<file path="src/sv/frm_pkg.sv">
// frm_pkg: widths and constants for the frame rate meter
// no dependencies; imported by frame_rate_meter_core

package frm_pkg;

    // input and result field widths
    localparam int ELAPSED_W = 32;
    localparam int DELTA_W   = 24;
    localparam int RATE_W    = 28;
    localparam int FRAME_W   = 64;

    // averaging window
    localparam int WINDOW_DEPTH = 32;
    localparam int SLOT_W       = $clog2(WINDOW_DEPTH);
    localparam int FILL_W       = $clog2(WINDOW_DEPTH + 1);
    localparam int SUM_W        = RATE_W + SLOT_W + 1;

    // shared divider: quotient register holds the widest numerator
    localparam int QUO_W  = SUM_W;
    localparam int STEP_W = $clog2(QUO_W + 1);

    // 1e6 frames per second scaled by 256 (Q.8)
    localparam logic [RATE_W-1:0] RATE_NUMERATOR = RATE_W'(256000000);

    // clamp register reset value
    localparam logic [DELTA_W-1:0] MAX_DELTA_RESET = DELTA_W'(250000);

endpackage

</file>
<file path="src/sv/frame_rate_meter_core.sv">
// frame_rate_meter_core: sliding-window frame rate meter, top level
// depends on frm_pkg

// Each request carries one frame duration in microseconds. It is clamped to the
// max-delta register, turned into an instant rate of 256000000 / delta (Q.8 frames
// per second, 0 for a zero delta), stored in a 32-slot ring memory and folded into
// a running sum; the result gives the clamped delta, the window mean (sum divided
// by the number of filled slots) and the 64-bit frame number. One request is in
// work at a time. The rate quotient and then the mean are worked out on one shared
// bit-per-cycle restoring divider, with the memory read-modify-write between them;
// the result is then loaded into the output register once that register is free.
// A finished result sits
// in the output register, so the next request is taken while it waits; a result
// still held there when the next one is done holds the sequencer until it drains.
// The window memory needs no clearing pass: slots not yet reached by the fill
// count read as zero.

module frame_rate_meter_core (
    input  logic                          i_clk,
    input  logic                          i_rst_n,
    // configuration
    input  logic                          i_cfg_wr_en,
    input  logic [frm_pkg::DELTA_W-1:0]   i_cfg_wr_data,
    // input channel
    input  logic                          i_in_valid,
    output logic                          o_in_stall,
    input  logic [frm_pkg::ELAPSED_W-1:0] i_elapsed_us,
    // output channel
    output logic                          o_out_valid,
    input  logic                          i_out_stall,
    output logic [frm_pkg::DELTA_W-1:0]   o_delta_us,
    output logic [frm_pkg::RATE_W-1:0]    o_average_rate,
    output logic [frm_pkg::FRAME_W-1:0]   o_frame_number
);

    import frm_pkg::*;

    localparam logic [2:0] S_IDLE   = 3'd0;
    localparam logic [2:0] S_RDIV   = 3'd1;
    localparam logic [2:0] S_UPDATE = 3'd2;
    localparam logic [2:0] S_ADIV   = 3'd3;
    localparam logic [2:0] S_DONE   = 3'd4;

    logic [2:0]          r_state, n_state;
    logic [DELTA_W-1:0]  r_max_delta;
    logic [DELTA_W-1:0]  r_delta, n_delta;
    logic                r_delta_zero, n_delta_zero;
    logic [SLOT_W-1:0]   r_slot, n_slot;
    logic [FILL_W-1:0]   r_fill, n_fill;
    logic [SUM_W-1:0]    r_sum, n_sum;
    logic [FRAME_W-1:0]  r_frames, n_frames;

    // divider registers
    logic [QUO_W-1:0]    r_quo, n_quo;
    logic [DELTA_W-1:0]  r_rem, n_rem;
    logic [DELTA_W-1:0]  r_div, n_div;
    logic [STEP_W-1:0]   r_step, n_step;

    // output register
    logic                r_out_valid, n_out_valid;
    logic [DELTA_W-1:0]  r_out_delta, n_out_delta;
    logic [RATE_W-1:0]   r_out_avg, n_out_avg;
    logic [FRAME_W-1:0]  r_out_frame, n_out_frame;

    // window memory
    logic [RATE_W-1:0]   r_rate_mem [WINDOW_DEPTH];
    logic [RATE_W-1:0]   r_rd_data;
    logic                mem_we;
    logic [RATE_W-1:0]   mem_wdata;

    logic                in_accept;
    logic                out_free;
    logic [DELTA_W:0]    rem_shift;
    logic [DELTA_W:0]    rem_diff;
    logic [RATE_W-1:0]   rate;
    logic [RATE_W-1:0]   old_rate;
    logic                win_full;

    assign in_accept = i_in_valid && !o_in_stall;
    assign out_free  = !r_out_valid || !i_out_stall;
    assign win_full  = (r_fill == FILL_W'(WINDOW_DEPTH));

    // one restoring divider step
    assign rem_shift = {r_rem, r_quo[QUO_W-1]};
    assign rem_diff  = rem_shift - {1'b0, r_div};

    // rate quotient sits in the low bits once the rate division is done
    assign rate     = r_delta_zero ? '0 : r_quo[RATE_W-1:0];
    // slots beyond the fill count have never been written and count as zero
    assign old_rate = win_full ? r_rd_data : '0;

    assign mem_we    = (r_state == S_UPDATE);
    assign mem_wdata = rate;

    // sequencer and datapath
    always_comb begin
        n_state      = r_state;
        n_delta      = r_delta;
        n_delta_zero = r_delta_zero;
        n_slot       = r_slot;
        n_fill       = r_fill;
        n_sum        = r_sum;
        n_frames     = r_frames;
        n_quo        = r_quo;
        n_rem        = r_rem;
        n_div        = r_div;
        n_step       = r_step;
        n_out_valid  = r_out_valid;
        n_out_delta  = r_out_delta;
        n_out_avg    = r_out_avg;
        n_out_frame  = r_out_frame;

        // output taken
        if (r_out_valid && !i_out_stall) begin
            n_out_valid = 1'b0;
        end

        unique case (r_state) inside
            S_IDLE: begin
                if (in_accept) begin
                    // clamp and start the rate division
                    if (i_elapsed_us < {{(ELAPSED_W-DELTA_W){1'b0}}, r_max_delta}) begin
                        n_delta = i_elapsed_us[DELTA_W-1:0];
                    end else begin
                        n_delta = r_max_delta;
                    end
                    n_delta_zero = (n_delta == '0);
                    n_quo        = {RATE_NUMERATOR, {(QUO_W-RATE_W){1'b0}}};
                    n_rem        = '0;
                    n_div        = n_delta;
                    n_step       = STEP_W'(RATE_W);
                    n_state      = S_RDIV;
                end
            end
            S_RDIV, S_ADIV: begin
                if (!rem_diff[DELTA_W]) begin
                    n_rem = rem_diff[DELTA_W-1:0];
                    n_quo = {r_quo[QUO_W-2:0], 1'b1};
                end else begin
                    n_rem = rem_shift[DELTA_W-1:0];
                    n_quo = {r_quo[QUO_W-2:0], 1'b0};
                end
                n_step = r_step - 1'b1;
                if (r_step == STEP_W'(1)) begin
                    n_state = (r_state == S_RDIV) ? S_UPDATE : S_DONE;
                end
            end
            S_UPDATE: begin
                // read-modify-write of the slot and the running sum
                n_sum    = r_sum - SUM_W'(old_rate) + SUM_W'(rate);
                n_slot   = (r_slot == SLOT_W'(WINDOW_DEPTH - 1)) ? '0 : r_slot + 1'b1;
                n_fill   = win_full ? r_fill : r_fill + 1'b1;
                n_frames = r_frames + 1'b1;
                // start the mean division
                n_quo    = n_sum;
                n_rem    = '0;
                n_div    = DELTA_W'(n_fill);
                n_step   = STEP_W'(QUO_W);
                n_state  = S_ADIV;
            end
            S_DONE: begin
                if (out_free) begin
                    n_out_valid = 1'b1;
                    n_out_delta = r_delta;
                    n_out_avg   = r_quo[RATE_W-1:0];
                    n_out_frame = r_frames;
                    n_state     = S_IDLE;
                end
            end
            default: begin
                n_state = S_IDLE;
            end
        endcase
    end

    // control and state registers
    always_ff @(posedge i_clk) begin
        if (!i_rst_n) begin
            r_state     <= S_IDLE;
            r_max_delta <= MAX_DELTA_RESET;
            r_slot      <= '0;
            r_fill      <= '0;
            r_sum       <= '0;
            r_frames    <= '0;
            r_out_valid <= 1'b0;
        end else begin
            r_state     <= n_state;
            r_slot      <= n_slot;
            r_fill      <= n_fill;
            r_sum       <= n_sum;
            r_frames    <= n_frames;
            r_out_valid <= n_out_valid;
            if (i_cfg_wr_en) begin
                r_max_delta <= i_cfg_wr_data;
            end
        end
    end

    // payload registers
    always_ff @(posedge i_clk) begin
        r_delta      <= n_delta;
        r_delta_zero <= n_delta_zero;
        r_quo        <= n_quo;
        r_rem        <= n_rem;
        r_div        <= n_div;
        r_step       <= n_step;
        r_out_delta  <= n_out_delta;
        r_out_avg    <= n_out_avg;
        r_out_frame  <= n_out_frame;
    end

    // window memory, one write and one registered read port
    always_ff @(posedge i_clk) begin
        if (mem_we) begin
            r_rate_mem[r_slot] <= mem_wdata;
        end
        r_rd_data <= r_rate_mem[r_slot];
    end

    assign o_in_stall     = (r_state != S_IDLE);
    assign o_out_valid    = r_out_valid;
    assign o_delta_us     = r_out_delta;
    assign o_average_rate = r_out_avg;
    assign o_frame_number = r_out_frame;

endmodule
</file>
<file path="config.mk">
export PLATFORM = sky130hd
export DESIGN_NAME = frame_rate_meter_core
export DESIGN_NICKNAME = d
export VERILOG_FILES = /design/src/sv/frm_pkg.sv /design/src/sv/frame_rate_meter_core.sv
export SDC_FILE = /design/constraint.sdc
export NUM_CORES = 2
export LEC_CHECK = 0
export BUFFER_PORTS_ARGS = -buffer_cell sky130_fd_sc_hd__buf_2
export CAP_MARGIN = 20
export CORE_MARGIN = 3
export CORE_UTILIZATION = 51
export DETAILED_ROUTE_END_ITERATION = 12
export PLACE_DENSITY = 0.68
export SLEW_MARGIN = 20
export SYNTH_ARGS = -nofsm -noshare
export SYNTH_HDL_FRONTEND = slang
export SYNTH_SLANG_ARGS = --single-unit
</file>
<file path="constraint.sdc">
create_clock -name i_clk -period 10.97 [get_ports i_clk]
set_input_delay 3.291 -clock i_clk [delete_from_list [all_inputs] [get_ports i_clk]]
set_output_delay 3.291 -clock i_clk [all_outputs]
set_load 0.01 [all_outputs]
</file>
==> results.md <==
- TNS Setup: 0 ns
- Top-area cell type share of the netlist area: 64.22%
- Rows: 117
- Distinct cell type count after synthesis: 68
- Clk Latency, worst-skew pair: 0.75 ns
- Routability cong.: 0.8763
- Vias post-DR: 29.11k
- Vias in the first global route: 28.79k
- Post-Syn Area: 52600 um^2
- Yosys reg bits: 1290
- FF+latch area: 37090 um^2
- Highest-delay cell along the critical path: a31oi_1
- CTS Buffer Depth: 3
- Critical Path End Type: register
- WL/cell: 25.52 um
- Largest area contributor in the netlist: edfxtp_1
- Critical setup path kind: register to register
- Largest net degree at the start of global routing: 139
- CTS Sinks: 1290
- H-tree depth: 4
- Hold_buf cts: 0
- Core area: 102000 um^2
- CTS Buf Count: 132
- R2R setup slack: 5.64 ns
- Slowest cell delay on critical path: 0.53 ns
- Hold Path Origin: r_delta[14]
- First-pass GRT wire length: 186100 um
- Detailed placer's ending HPWL: 71040 um
- IO buf count: 178
- Area of the multi-input gates: 14590 um^2
- Congestion Overflow GR: 0
- Clock transition at path regs: 0.06 ns
- Post-Place Cells: 4682
- Slew @ Worst Pin: 0.9555 ns
- Setup crit start kind: register
- Non-filler cells, final: 4927
- Total power: 10.67 mW
- Synth async-reset ratio: 0%
- Drt drc: 0
- Synth-to-Final Area Change: 14.18%
- CP Max Fanout: 28
- Area contributors post-synth: edfxtp_1 (64%), mux4_2 (9.6%), dfxtp_1 (6.3%), ha_1 (2.2%), a22oi_1 (1.6%)
- Min Tclk post-route: 5.329 ns
- Fin area: 60070 um^2
- Initial Util: 51.56%
- Die area: 107000 um^2
- Slew headroom: 36.30%
- # setup viols final: 0
- Status: finished, final reports clean
- Reg2Reg Depth: 18
- Mapped Cells: 3205
- Worst hold path class: register to register
- Max-slew violations: 0
- Global Route Usage Sum: 23.70%
- EDFF count, synth: 1125
- Max VDD drop: 0.1441 mV
- CTS tree: done
- PD cells: 177.7 nW/um^2
- Leak: 20.68 nW
- Routed WL: 125700 um
- Setup bufs post-CTS: 0
- DR vias/cell: 5.908
- Seq/Total Area, Yosys: 70.50%
- Post-route clock period utilization: 48.58%
- Prevailing post-synth register cell: edfxtp_1
- Top delay family on crit path: compound AO/OA/AOI/OAI gates
- Hold Crit Depth: 0
- Reg2reg start: r_fill[0]
- Post-DP Area: 55510 um^2
- Antenna diode instance count: 0
- Final Skew: 0.02372 ns
- Detailed Route Iter0 Violations: 2815
- Worst hold margin: 0.4197 ns
- WP data required: 11.56 ns
- Max-Cap Viols: 0
- TritonRoute pass-1 iters: 5
- Crit-path cells: inv_1, ha_1, and4b_1, buf_4, and2_1, fa_1, inv_1, ha_1, a2111oi_0, o21ai_1, a31oi_1, o311ai_1, a311oi_1, o31a_1, o21bai_1, o41ai_2, xnor3_1, a21oi_1
- Syn Area/Cell: 16.41 um^2
- RSZ-0062 raised after global routing: no
- Clock Root Buffer: clkbuf_16
- WP buf/inv: 3
- YS warnings: 0
- I/O Pins: 179
- Die Height: 327.2 um
- Reg2reg end: r_quo[33]
- Share of post-route cells with drive strength above 1: 20.99%
- Fmax: 187.6 MHz
- Synthesized net count: 3386
- PostCTS Resize Cnt: 0
- Final hold violation count: 0
- Initial antenna violation count: 1
- Die X: 327.2 um
- Filler cell count: 7623
- WP data arrival: 5.92 ns
- Net count reported at finish: 3630
- ANT nets after route: 0
- Hold EP: o_delta_us[14]
-- metal layers --
layer / GRT usage [%] / share of wire, %
met1: 32.62 / 41
met2: 36.96 / 47
met3: 6.923 / 9.5
met4: 7.146 / 2.7
met5: 0 / 0
-- layout make-up --
class,instances,share of cell area [%]
Clock buffer,185,6.137
Clock inverter,59,1.385
Inverter,198,1.242
Multi-Input combinational cell,1584,24.28
Sequential cell,1290,61.75
Tap cell,1368,2.850
Timing Repair Buffer,243,2.350
-- Yosys cell counts (all sizes together) (29+ instances only) --
master / n
clkbuf: 101
nand4: 53
xnor2: 55
mux2i: 44
a22oi: 112
o21ai: 47
fa: 29
mux4: 224
xor2: 54
nand2: 186
buf: 32
inv: 198
nand3: 46
dfxtp: 165
nor2: 184
nand2b: 38
and2: 54
edfxtp: 1125
ha: 91
a21oi: 117
-- report_power, final --
part	total [mW]	switching (mW)	internal [mW]
logic	0.622	0.391	0.231
clock network	4.60	1.87	2.73
registers	5.45	0.0373	5.41
total	10.7	2.30	8.38
-- metrics by stage --
stage                     utilization [%]  setup slack, ns
after global placement              54.41            5.316
final                               58.87            5.641
after CTS                           58.84            5.605
after global routing                58.87            5.167
after detailed placement            54.41            5.323
after floorplan                         -            1.582
-- cells by family after synthesis --
kind of cell / share of synthesized area, %
flops: 70.50
simple gates: 6.291
compound gates: 4.824
buf+inv: 2.383
mux: 10.88
fa+ha+maj: 3.268
xor+xnor: 1.858
-- placed cells by master, fill, tap and decap left out, types with 46 or more instances in the layout --
cell type	n
buf_4	63
xnor2_1	55
dfxtp_1	163
nand3_1	46
ha_1	91
nand4_1	53
a22oi_1	112
a21oi_1	115
edfxtp_1	1125
nor2_1	149
and2_1	54
clkbuf_16	135
xor2_1	54
inv_1	197
mux4_2	224
nand2_1	186
buf_2	178
-- worst register-to-register path, cell delays in order, from the launching register on --
cell,delay (ns)
dfxtp_1,0.42
inv_1,0.07
ha_1,0.20
and4b_1,0.27
buf_4,0.26
and2_1,0.20
fa_1,0.49
inv_1,0.05
ha_1,0.37
a2111oi_0,0.41
o21ai_1,0.16
a31oi_1,0.53
o311ai_1,0.21
a311oi_1,0.46
o31a_1,0.26
o21bai_1,0.10
o41ai_2,0.30
xnor3_1,0.28
a21oi_1,0.14
-- worst max path at each step --
stage	start	endpoint	slack, ns	cells after the start
finish	r_fill[0]	r_quo[33]	5.64	18
global route	r_fill[0]	r_quo[33]	5.17	18
CTS	r_fill[0]	r_quo[33]	5.60	18
detailed placement	i_elapsed_us[1]	r_div[3]	5.32	12
global placement	i_elapsed_us[13]	r_delta_zero	5.32	12
floorplan	i_out_stall	o_average_rate[0]	1.58	1
-- state kept, by name, indices dropped and copies added (netlist names) --
signal and cells:
o_delta_us 24, r_fill 6, r_rem 24, r_delta_zero 1
r_frames 64, r_rd_data 28, r_step 6, r_delta 24
o_average_rate 28, r_slot 5, r_rate_mem 896, r_quo 34
o_frame_number 64, r_max_delta 24, r_div 24, r_sum 34
o_out_valid 1, r_state 3
(Power assumes the default switching activity.)
